File: src/rtl/tcpq_pkg.sv
// Package for the two-class priority queue.
// Holds sizes, function and status codes, and the control structs shared between the modules.
// No dependencies.
package tcpq_pkg;

	localparam int DEPTH  = 16;
	localparam int IDX_W  = (DEPTH > 1) ? $clog2(DEPTH) : 1;
	localparam int CNT_W  = 5;
	localparam int ID_W   = 16;
	localparam int FUNC_W = 2;
	localparam int POS_W  = 4;
	localparam int STAT_W = 2;

	localparam logic [CNT_W-1:0] CAP_RESET = CNT_W'(16);
	localparam logic [CNT_W-1:0] DEPTH_CNT = CNT_W'(DEPTH);

	typedef enum logic [FUNC_W-1:0] {
		FN_INSERT  = 2'd0,
		FN_EXTRACT = 2'd1,
		FN_PEEK    = 2'd2,
		FN_QUERY   = 2'd3
	} func_t;

	typedef enum logic [STAT_W-1:0] {
		ST_OK    = 2'd0,
		ST_FULL  = 2'd1,
		ST_EMPTY = 2'd2,
		ST_RANGE = 2'd3
	} status_t;

	typedef struct packed {
		logic             wr_en;
		logic [IDX_W-1:0] wr_addr;
		logic [ID_W-1:0]  wr_data;
		logic             rd_en;
		logic [IDX_W-1:0] rd_addr;
	} mem_req_t;

	typedef struct packed {
		status_t          status;
		logic             use_mem;
		logic             sel_pri;
		logic             oprio;
		logic [CNT_W-1:0] count;
		logic             full;
		logic             empty;
	} rsp_ctl_t;

	function automatic logic [IDX_W-1:0] ptr_inc(input logic [IDX_W-1:0] p);
		return (p == IDX_W'(DEPTH - 1)) ? '0 : p + 1'b1;
	endfunction

endpackage

File: src/rtl/tcpq_if.sv
// Channel interfaces of the two-class priority queue: request, response, configuration.
// Depends on tcpq_pkg for field widths.
interface tcpq_req_if;
	logic                        valid;
	logic                        ready;
	logic [tcpq_pkg::FUNC_W-1:0] func;
	logic [tcpq_pkg::ID_W-1:0]   item_id;
	logic                        is_priority;
	logic [tcpq_pkg::POS_W-1:0]  position;

	modport source (output valid, func, item_id, is_priority, position, input ready);
	modport sink (input valid, func, item_id, is_priority, position, output ready);
endinterface

interface tcpq_rsp_if;
	logic                        valid;
	logic                        ready;
	logic [tcpq_pkg::STAT_W-1:0] status;
	logic [tcpq_pkg::ID_W-1:0]   out_id;
	logic                        out_priority;
	logic [tcpq_pkg::CNT_W-1:0]  item_count;
	logic                        full_flag;
	logic                        empty_flag;

	modport source (output valid, status, out_id, out_priority, item_count, full_flag,
		empty_flag, input ready);
	modport sink (input valid, status, out_id, out_priority, item_count, full_flag,
		empty_flag, output ready);
endinterface

interface tcpq_cfg_if;
	logic                       valid;
	logic                       ready;
	logic [tcpq_pkg::CNT_W-1:0] data;

	modport source (output valid, data, input ready);
	modport sink (input valid, data, output ready);
endinterface

File: src/rtl/tcpq_mem.sv
// Identifier store of one service class: one write port, one registered read port.
// Depends on tcpq_pkg.
module tcpq_mem (
	input  logic                      clk,
	input  tcpq_pkg::mem_req_t        req,
	output logic [tcpq_pkg::ID_W-1:0] rd_data
);
	import tcpq_pkg::*;

	logic [ID_W-1:0] mem_q [DEPTH];

	always_ff @(posedge clk) begin
		if (req.wr_en) begin
			mem_q[req.wr_addr] <= req.wr_data;
		end
		if (req.rd_en) begin
			rd_data <= mem_q[req.rd_addr];
		end
	end

endmodule

File: src/rtl/tcpq_ctrl.sv
// Queue control: counts, class ring pointers, capacity register and result status.
// Issues writes and head reads to the two class memories. Depends on tcpq_pkg.
module tcpq_ctrl (
	input  logic                         clk,
	input  logic                         arst_n,
	input  logic                         fire,
	input  logic [tcpq_pkg::FUNC_W-1:0]  func,
	input  logic [tcpq_pkg::ID_W-1:0]    item_id,
	input  logic                         is_priority,
	input  logic [tcpq_pkg::POS_W-1:0]   position,
	input  logic                         cfg_we,
	input  logic [tcpq_pkg::CNT_W-1:0]   cfg_data,
	output tcpq_pkg::mem_req_t           preq,
	output tcpq_pkg::mem_req_t           nreq,
	output tcpq_pkg::rsp_ctl_t           ctl
);
	import tcpq_pkg::*;

	logic [CNT_W-1:0] cap_q;
	logic [CNT_W-1:0] ent_q, ent_d;
	logic [CNT_W-1:0] pri_q, pri_d;
	logic [IDX_W-1:0] phead_q, phead_d, ptail_q, ptail_d;
	logic [IDX_W-1:0] nhead_q, nhead_d, ntail_q, ntail_d;
	logic [CNT_W-1:0] eff_cap;
	logic [CNT_W-1:0] pos_ext;

	assign eff_cap = (cap_q > DEPTH_CNT) ? DEPTH_CNT : cap_q;
	assign pos_ext = CNT_W'(position);

	always_comb begin
		ent_d   = ent_q;
		pri_d   = pri_q;
		phead_d = phead_q;
		ptail_d = ptail_q;
		nhead_d = nhead_q;
		ntail_d = ntail_q;
		preq    = '0;
		nreq    = '0;
		ctl     = '0;
		ctl.status = ST_OK;
		unique case (func_t'(func))
			FN_INSERT: begin
				if (ent_q >= eff_cap) begin
					ctl.status = ST_FULL;
				end else if (is_priority) begin
					preq.wr_en   = fire;
					preq.wr_addr = ptail_q;
					preq.wr_data = item_id;
					ptail_d      = ptr_inc(ptail_q);
					pri_d        = pri_q + 1'b1;
					ent_d        = ent_q + 1'b1;
				end else begin
					nreq.wr_en   = fire;
					nreq.wr_addr = ntail_q;
					nreq.wr_data = item_id;
					ntail_d      = ptr_inc(ntail_q);
					ent_d        = ent_q + 1'b1;
				end
			end
			FN_EXTRACT, FN_PEEK: begin
				if (ent_q == '0) begin
					ctl.status = ST_EMPTY;
				end else begin
					ctl.use_mem = 1'b1;
					ctl.sel_pri = (pri_q != '0);
					ctl.oprio   = (pri_q != '0);
					if (pri_q != '0) begin
						preq.rd_en   = fire;
						preq.rd_addr = phead_q;
					end else begin
						nreq.rd_en   = fire;
						nreq.rd_addr = nhead_q;
					end
					if (func_t'(func) == FN_EXTRACT) begin
						ent_d = ent_q - 1'b1;
						if (pri_q != '0) begin
							pri_d   = pri_q - 1'b1;
							phead_d = ptr_inc(phead_q);
						end else begin
							nhead_d = ptr_inc(nhead_q);
						end
					end
				end
			end
			FN_QUERY: begin
				if (pos_ext < eff_cap && pos_ext < ent_q) begin
					ctl.oprio = (pos_ext < pri_q);
				end else begin
					ctl.status = ST_RANGE;
				end
			end
			default: begin
				ctl.status = ST_OK;
			end
		endcase
		ctl.count = ent_d;
		ctl.full  = (ent_d >= eff_cap);
		ctl.empty = (ent_d == '0);
	end

	always_ff @(posedge clk or negedge arst_n) begin
		if (!arst_n) begin
			cap_q   <= CAP_RESET;
			ent_q   <= '0;
			pri_q   <= '0;
			phead_q <= '0;
			ptail_q <= '0;
			nhead_q <= '0;
			ntail_q <= '0;
		end else begin
			if (cfg_we) begin
				cap_q <= cfg_data;
			end
			if (fire) begin
				ent_q   <= ent_d;
				pri_q   <= pri_d;
				phead_q <= phead_d;
				ptail_q <= ptail_d;
				nhead_q <= nhead_d;
				ntail_q <= ntail_d;
			end
		end
	end

	a_pri_le_ent: assert property (@(posedge clk) disable iff (!arst_n)
		pri_q <= ent_q)
		else $error("priority count exceeds entry count");

	a_ent_le_depth: assert property (@(posedge clk) disable iff (!arst_n)
		ent_q <= DEPTH_CNT)
		else $error("entry count exceeds depth");

	a_refused_holds: assert property (@(posedge clk) disable iff (!arst_n)
		fire && func_t'(func) == FN_INSERT && ent_q >= eff_cap |=> $stable(ent_q))
		else $error("refused insert changed the count");

	a_no_rw_same: assert property (@(posedge clk) disable iff (!arst_n)
		!(preq.wr_en && preq.rd_en) && !(nreq.wr_en && nreq.rd_en))
		else $error("write and read issued to one class memory together");

endmodule

File: src/rtl/two_class_priority_queue.sv
// Two-class priority queue: bounded queue whose priority entries are served
// before normal entries, each class in arrival order, both sharing one capacity.
//
// Channels: req (sink) carries func, item_id, is_priority, position; rsp
// (source) carries status, out_id, out_priority, item_count, full_flag,
// empty_flag; cfg (sink) writes the capacity register, always ready.
// A request is taken when valid and ready are both high; each request gives
// exactly one response, in request order.
// Timing: counts and pointers update when the request is taken, the head read
// of the class memory lands in the stage behind it, and the response register
// follows. One request per cycle is sustained while rsp does not stall.
// A stalled rsp holds the response register; the stage behind it then holds
// its request and req.ready drops until the response is taken.
// Reset empties the queue and sets the capacity to 16; memory contents are
// not cleared and need no clearing pass. Write cfg only while idle.
// Depends on tcpq_pkg, tcpq_if, tcpq_mem, tcpq_ctrl.
module two_class_priority_queue (
	input  logic       clk,
	input  logic       arst_n,
	tcpq_req_if.sink   req,
	tcpq_rsp_if.source rsp,
	tcpq_cfg_if.sink   cfg
);
	import tcpq_pkg::*;

	logic            fire;
	logic            advance;
	mem_req_t        preq, nreq;
	rsp_ctl_t        ctl;
	logic [ID_W-1:0] pdata, ndata;

	logic     vld_s1;
	rsp_ctl_t ctl_s1;
	logic     out_vld_q;

	logic [STAT_W-1:0] status_q;
	logic [ID_W-1:0]   out_id_q;
	logic              out_priority_q;
	logic [CNT_W-1:0]  item_count_q;
	logic              full_flag_q;
	logic              empty_flag_q;

	assign advance   = vld_s1 && (!out_vld_q || rsp.ready);
	assign req.ready = !vld_s1 || advance;
	assign fire      = req.valid && req.ready;
	assign cfg.ready = 1'b1;

	tcpq_ctrl u_ctrl (
		.clk         (clk),
		.arst_n      (arst_n),
		.fire        (fire),
		.func        (req.func),
		.item_id     (req.item_id),
		.is_priority (req.is_priority),
		.position    (req.position),
		.cfg_we      (cfg.valid),
		.cfg_data    (cfg.data),
		.preq        (preq),
		.nreq        (nreq),
		.ctl         (ctl)
	);

	tcpq_mem u_pri_mem (
		.clk     (clk),
		.req     (preq),
		.rd_data (pdata)
	);

	tcpq_mem u_norm_mem (
		.clk     (clk),
		.req     (nreq),
		.rd_data (ndata)
	);

	always_ff @(posedge clk or negedge arst_n) begin
		if (!arst_n) begin
			vld_s1    <= 1'b0;
			out_vld_q <= 1'b0;
		end else begin
			if (fire) begin
				vld_s1 <= 1'b1;
			end else if (advance) begin
				vld_s1 <= 1'b0;
			end
			if (advance) begin
				out_vld_q <= 1'b1;
			end else if (rsp.ready) begin
				out_vld_q <= 1'b0;
			end
		end
	end

	always_ff @(posedge clk) begin
		if (fire) begin
			ctl_s1 <= ctl;
		end
		if (advance) begin
			status_q       <= ctl_s1.status;
			out_id_q       <= ctl_s1.use_mem ? (ctl_s1.sel_pri ? pdata : ndata) : '0;
			out_priority_q <= ctl_s1.oprio;
			item_count_q   <= ctl_s1.count;
			full_flag_q    <= ctl_s1.full;
			empty_flag_q   <= ctl_s1.empty;
		end
	end

	assign rsp.valid        = out_vld_q;
	assign rsp.status       = status_q;
	assign rsp.out_id       = out_id_q;
	assign rsp.out_priority = out_priority_q;
	assign rsp.item_count   = item_count_q;
	assign rsp.full_flag    = full_flag_q;
	assign rsp.empty_flag   = empty_flag_q;

endmodule
File: src/flat_wrapper.sv
// flat-port wrapper written by rule: the top's interface ports become plain ports
module two_class_priority_queue_flat import tcpq_pkg::*;
  (clk, arst_n, req_valid, req_func, req_item_id, req_is_priority, req_position, req_ready, rsp_valid, rsp_status, rsp_out_id, rsp_out_priority, rsp_item_count, rsp_full_flag, rsp_empty_flag, rsp_ready, cfg_valid, cfg_data, cfg_ready);
  tcpq_req_if req_i ();
  tcpq_rsp_if rsp_i ();
  tcpq_cfg_if cfg_i ();
  input  logic clk;
  input  logic arst_n;
  input wire logic [$bits(req_i.valid)-1:0] req_valid;
  input wire logic [$bits(req_i.func)-1:0] req_func;
  input wire logic [$bits(req_i.item_id)-1:0] req_item_id;
  input wire logic [$bits(req_i.is_priority)-1:0] req_is_priority;
  input wire logic [$bits(req_i.position)-1:0] req_position;
  output wire logic [$bits(req_i.ready)-1:0] req_ready;
  output wire logic [$bits(rsp_i.valid)-1:0] rsp_valid;
  output wire logic [$bits(rsp_i.status)-1:0] rsp_status;
  output wire logic [$bits(rsp_i.out_id)-1:0] rsp_out_id;
  output wire logic [$bits(rsp_i.out_priority)-1:0] rsp_out_priority;
  output wire logic [$bits(rsp_i.item_count)-1:0] rsp_item_count;
  output wire logic [$bits(rsp_i.full_flag)-1:0] rsp_full_flag;
  output wire logic [$bits(rsp_i.empty_flag)-1:0] rsp_empty_flag;
  input wire logic [$bits(rsp_i.ready)-1:0] rsp_ready;
  input wire logic [$bits(cfg_i.valid)-1:0] cfg_valid;
  input wire logic [$bits(cfg_i.data)-1:0] cfg_data;
  output wire logic [$bits(cfg_i.ready)-1:0] cfg_ready;
  assign req_i.valid = req_valid;
  assign req_i.func = req_func;
  assign req_i.item_id = req_item_id;
  assign req_i.is_priority = req_is_priority;
  assign req_i.position = req_position;
  assign req_ready = req_i.ready;
  assign rsp_valid = rsp_i.valid;
  assign rsp_status = rsp_i.status;
  assign rsp_out_id = rsp_i.out_id;
  assign rsp_out_priority = rsp_i.out_priority;
  assign rsp_item_count = rsp_i.item_count;
  assign rsp_full_flag = rsp_i.full_flag;
  assign rsp_empty_flag = rsp_i.empty_flag;
  assign rsp_i.ready = rsp_ready;
  assign cfg_i.valid = cfg_valid;
  assign cfg_i.data = cfg_data;
  assign cfg_ready = cfg_i.ready;
  two_class_priority_queue u_core (.clk(clk), .arst_n(arst_n), .req(req_i), .rsp(rsp_i), .cfg(cfg_i));
endmodule
File: config.mk
export PLATFORM = sky130hd
export DESIGN_NAME = two_class_priority_queue_flat
export DESIGN_NICKNAME = d
export VERILOG_FILES = /design/src/rtl/tcpq_pkg.sv /design/src/rtl/tcpq_if.sv /design/src/rtl/tcpq_mem.sv /design/src/rtl/tcpq_ctrl.sv /design/src/rtl/two_class_priority_queue.sv /design/src/flat_wrapper.sv
export SDC_FILE = /design/constraint.sdc
export NUM_CORES = 1
export LEC_CHECK = 0
export ABC_AREA = 0
export BUFFER_PORTS_ARGS = -buffer_cell sky130_fd_sc_hd__buf_2
export CAP_MARGIN = 5
export CELL_PAD_IN_SITES_DETAIL_PLACEMENT = 0
export CELL_PAD_IN_SITES_GLOBAL_PLACEMENT = 1
export CORE_MARGIN = 2
export CORE_UTILIZATION = 30
export CTS_CLUSTER_DIAMETER = 80
export DETAILED_ROUTE_END_ITERATION = 8
export PLACE_DENSITY_LB_ADDON = 0.1
export RECOVER_POWER = 25
export SLEW_MARGIN = 0
export SYNTH_ARGS = -nofsm -noshare
export SYNTH_HDL_FRONTEND = slang
export SYNTH_SLANG_ARGS = --single-unit
export TNS_END_PERCENT = 10
File: constraint.sdc
create_clock -name clk -period 4.9 [get_ports clk]
set_input_delay 0.245 -clock clk [delete_from_list [all_inputs] [get_ports clk]]
set_output_delay 0.245 -clock clk [all_outputs]
set_load 0.01 [all_outputs]
==> results.sh <==
export IMPL_die_area_mm2=0.08566
export IMPL_syn_avg_cell_area_um2=17.79
export IMPL_synthArstFlopShare_pct=5.366
export IMPL_grt_pass1_wl_mm=101.1
export IMPL_yosysWarnings=0
export IMPL_synth_area_mux_share_pct=10.93
export IMPL_ir_drop_mv=0.3319
export IMPL_drtAntennaViolNets=0
export IMPL_slew_headroom_pct=-78.51
export IMPL_global_route_overflow_total=0
export IMPL_cts_sinks=615
export IMPL_slowest_delay_ns=0.85
export IMPL_antenna_found_initial=3
export IMPL_die_h_um=292.7
export IMPL_cts_made_buffers=73
export IMPL_setup_tns_ns=0
export IMPL_powerDensity_mw_per_mm2=489.5
export IMPL_rrSetupSlack_ns=0.68
export IMPL_die_w_um=292.7
export IMPL_vias=13240
export IMPL_final_area_mm2=0.02930
export IMPL_arrival_ns=4.45
export IMPL_synth_xor_area_share_pct=0.3153
export IMPL_dp_hpwl_mm=45.44
export IMPL_netlist_area_mm2=0.02500
export IMPL_finalMaxSlewViolations=61
export IMPL_hp_class="primary input to register"
export IMPL_worst_setup_path_start_kind="register"
export IMPL_clock_path_buffers=3
export IMPL_fin_crit_ns=4.223
export IMPL_synthSimpleGateAreaFrac_pct=5.425
export IMPL_viasPerCell=4.980
export IMPL_drt_met1_wl_mm=32.91
export IMPL_cp_cell_sequence="inv_1 -> nand2_1 -> ha_1 -> a21oi_1 -> o21ai_0 -> a2111oi_2 -> buf_4 -> nand2_1 -> or3_1 -> nor2_2"
export IMPL_fill_cells=7806
export IMPL_skew_ns=0.02186
export IMPL_final_common_cell="edfxtp_1"
export IMPL_pwr_share_comb_pct=17.9
export IMPL_ys_seq_elements=615
export IMPL_cts_tree="done"
export IMPL_crit_fanout=21
export IMPL_timing_final_crit_share_pct=86.18
export IMPL_cts_repair_resize_count=0
export IMPL_fmax_ghz=0.2368
export IMPL_path_class="register to register"
export IMPL_cp_common_cell="nand2_1"
export IMPL_seq_area_frac_synth_pct=73.22
export IMPL_synth_edf_count=582
export IMPL_p_sw_mw=4.053
export IMPL_core_area_mm2=0.08224
export IMPL_crit_required_ns=5.13
export IMPL_maxCapViolations=2
export IMPL_p_clk_share_pct=37.6
export IMPL_post_drt_wl_per_cell_um=26.30
export IMPL_wl_mm=69.90
export IMPL_postCtsSetupBuffers=0
export IMPL_synth_top_family_by_area="multiplexers"
export IMPL_route_met3_wl_mm=2.410
export IMPL_seq_power_share_pct=44.5
export IMPL_dp_cells=2514
export IMPL_io_pins=62
export IMPL_drive_above_1_share_pct=20.87
export IMPL_mostFrequentLayoutCells="edfxtp_1 (582), mux4_2 (79), clkbuf_16 (73)"
export IMPL_violations="capacitance limit, slew limit"
export IMPL_setup_viol=0
export IMPL_internal_power_mw=10.29
export IMPL_tightest_slew_ns=2.678
export IMPL_grt_usage_pct=16.41
export IMPL_total_power_mw=14.34
export IMPL_synth_compound_area_share_pct=6.712
export IMPL_ys_flop_type="edfxtp_1"
export IMPL_rows=105
export IMPL_grt_max_degree=55
export IMPL_p_leak_nw=9.770
export IMPL_num_nets_final=1600
export IMPL_wl_met2_mm=33.18
export IMPL_ys_top_cells_by_area="edfxtp_1 (70%), mux4_2 (7.1%), dfrtp_1 (3.2%)"
export IMPL_dr_pass1_iters=4
export IMPL_switching_share_pct=28.26
export IMPL_postCtsHoldBufs=14
export IMPL_area_growth_pct=17.22
export IMPL_synth_adder_area_share_pct=1.777
export IMPL_drcViolationCount=0
export IMPL_endpoint_kind="register"
export IMPL_critPathSlowestCell="nor2_2"
export IMPL_clk_pin_slew_ns=0.06
export IMPL_ys_types=65
export IMPL_place_area_mm2=0.02685
export IMPL_synth_top_area_share_pct=69.91
export IMPL_cts_htree_levels=3
export IMPL_grt_pass1_vias=13710
export IMPL_final_hold_viol_count=0
export IMPL_top_layer="met4"
export IMPL_syn_inst=1405
export IMPL_start_util_pct=30.40
export IMPL_syn_nets=1472
export IMPL_gpl_final_weighted_congestion=0.7811
export IMPL_port_buffers=60
export IMPL_clkLatencyLatePin_ns=0.63
export IMPL_drtIter0Drc=896
export IMPL_clock_tree_root_cell="clkbuf_16"
export IMPL_finalNonFillerCells=2658
export IMPL_rsz0062_at_grt="no"
export IMPL_status="complete, but fails checks"
export IMPL_synth_area_leader_cell="edfxtp_1"
-- synthesized netlist by cell type, drive strengths merged (18+ instances only) --
cell	count
edfxtp	582
dfrtp	32
nor2b	51
a21oi	30
nor2	57
ha	33
o221ai	18
buf	33
and2	38
mux4	79
nand2	56
inv	19
a311o	32
mux2i	67
o21ai	39
mux2	25
a22oi	31
clkbuf	42
-- final cells by class --
cell class	instances	area (um^2)	share of cell area [%]
repair buffers	128	790.8	2.698
clock buffers	87	1889	6.447
flip-flops and latches	615	18320	62.51
clock inverters	41	503.0	1.716
inverters	21	78.83	0.2690
diodes	2	5.005	0.01708
well taps	1070	1339	4.569
multi-input cells	694	6381	21.78
-- layer usage --
metal / track usage, % / vias up
met5: 0 / -
met4: 4.128 / 0
met3: 2.565 / 81
met2: 26.45 / 253
met1: 23.20 / 6969
li1: - / 5933
-- kinds of logic after synthesis --
| family | count (synthesis) |
|---|---|
| flops | 615 |
| simple gates | 257 |
| compound gates | 221 |
| mux | 171 |
| buf+inv | 96 |
| fa+ha+maj | 35 |
| xor+xnor | 9 |
| other cells | 1 |
-- worst paths after layout --
path | startpoint | cells after the start | to
worst max register to register | u_core.u_ctrl.cap_q[4] | 10 | u_core.u_norm_mem.mem_q[8][14]
worst min register to register | u_core.ctl_s1[4] | 0 | u_core.rsp.item_count[2]
min in group asynchronous | arst_n | 2 | u_core.u_ctrl.pri_q[0]
worst min-delay path | req_is_priority | 5 | u_core.u_ctrl.ntail_q[2]
max in group asynchronous | arst_n | 2 | u_core.u_ctrl.nhead_q[0]
worst max-delay path | u_core.u_ctrl.cap_q[4] | 10 | u_core.u_norm_mem.mem_q[8][14]
-- state kept, by name, summed over array words and instances (netlist names), 5 cells and up --
signal / flops
u_core.u_norm_mem.mem_q: 256
u_core.u_pri_mem.mem_q: 256
u_core.rsp.out_id: 16
u_core.u_norm_mem.rd_data: 16
u_core.u_pri_mem.rd_data: 16
u_core.ctl_s1: 12
u_core.rsp.item_count: 5
u_core.u_ctrl.cap_q: 5
u_core.u_ctrl.ent_q: 5
u_core.u_ctrl.pri_q: 5
-- through the flow --
step,hold slack [ns],setup slack [ns],utilization (%)
floorplan,-0.05059,1.051,-
global placement,0.4071,0.8847,32.65
detailed placement,0.4045,0.8285,32.65
CTS,0.2201,0.7988,35.73
global route,0.2801,0.3371,35.63
finish,0.2476,0.6771,35.63
-- power by group through the flow --
stage               clock (mW)  combinational, mW  sequential [mW]
detailed placement           0               2.63             6.50
global route              5.76               2.83             6.43
finish                    5.39               2.57             6.38
floorplan                    0               1.91             6.21
CTS                       5.55               2.66             6.39
global placement             0               2.65             6.50
-- worst max-delay path, delay by kind of cell, from the launching register on --
kind	cells	cell delay [ns]
simple gates	4	1.66
compound gates	3	0.87
flops	1	0.56
fa+ha+maj	1	0.27
buf+inv	2	0.46
Power figures use the tool's default switching activity.
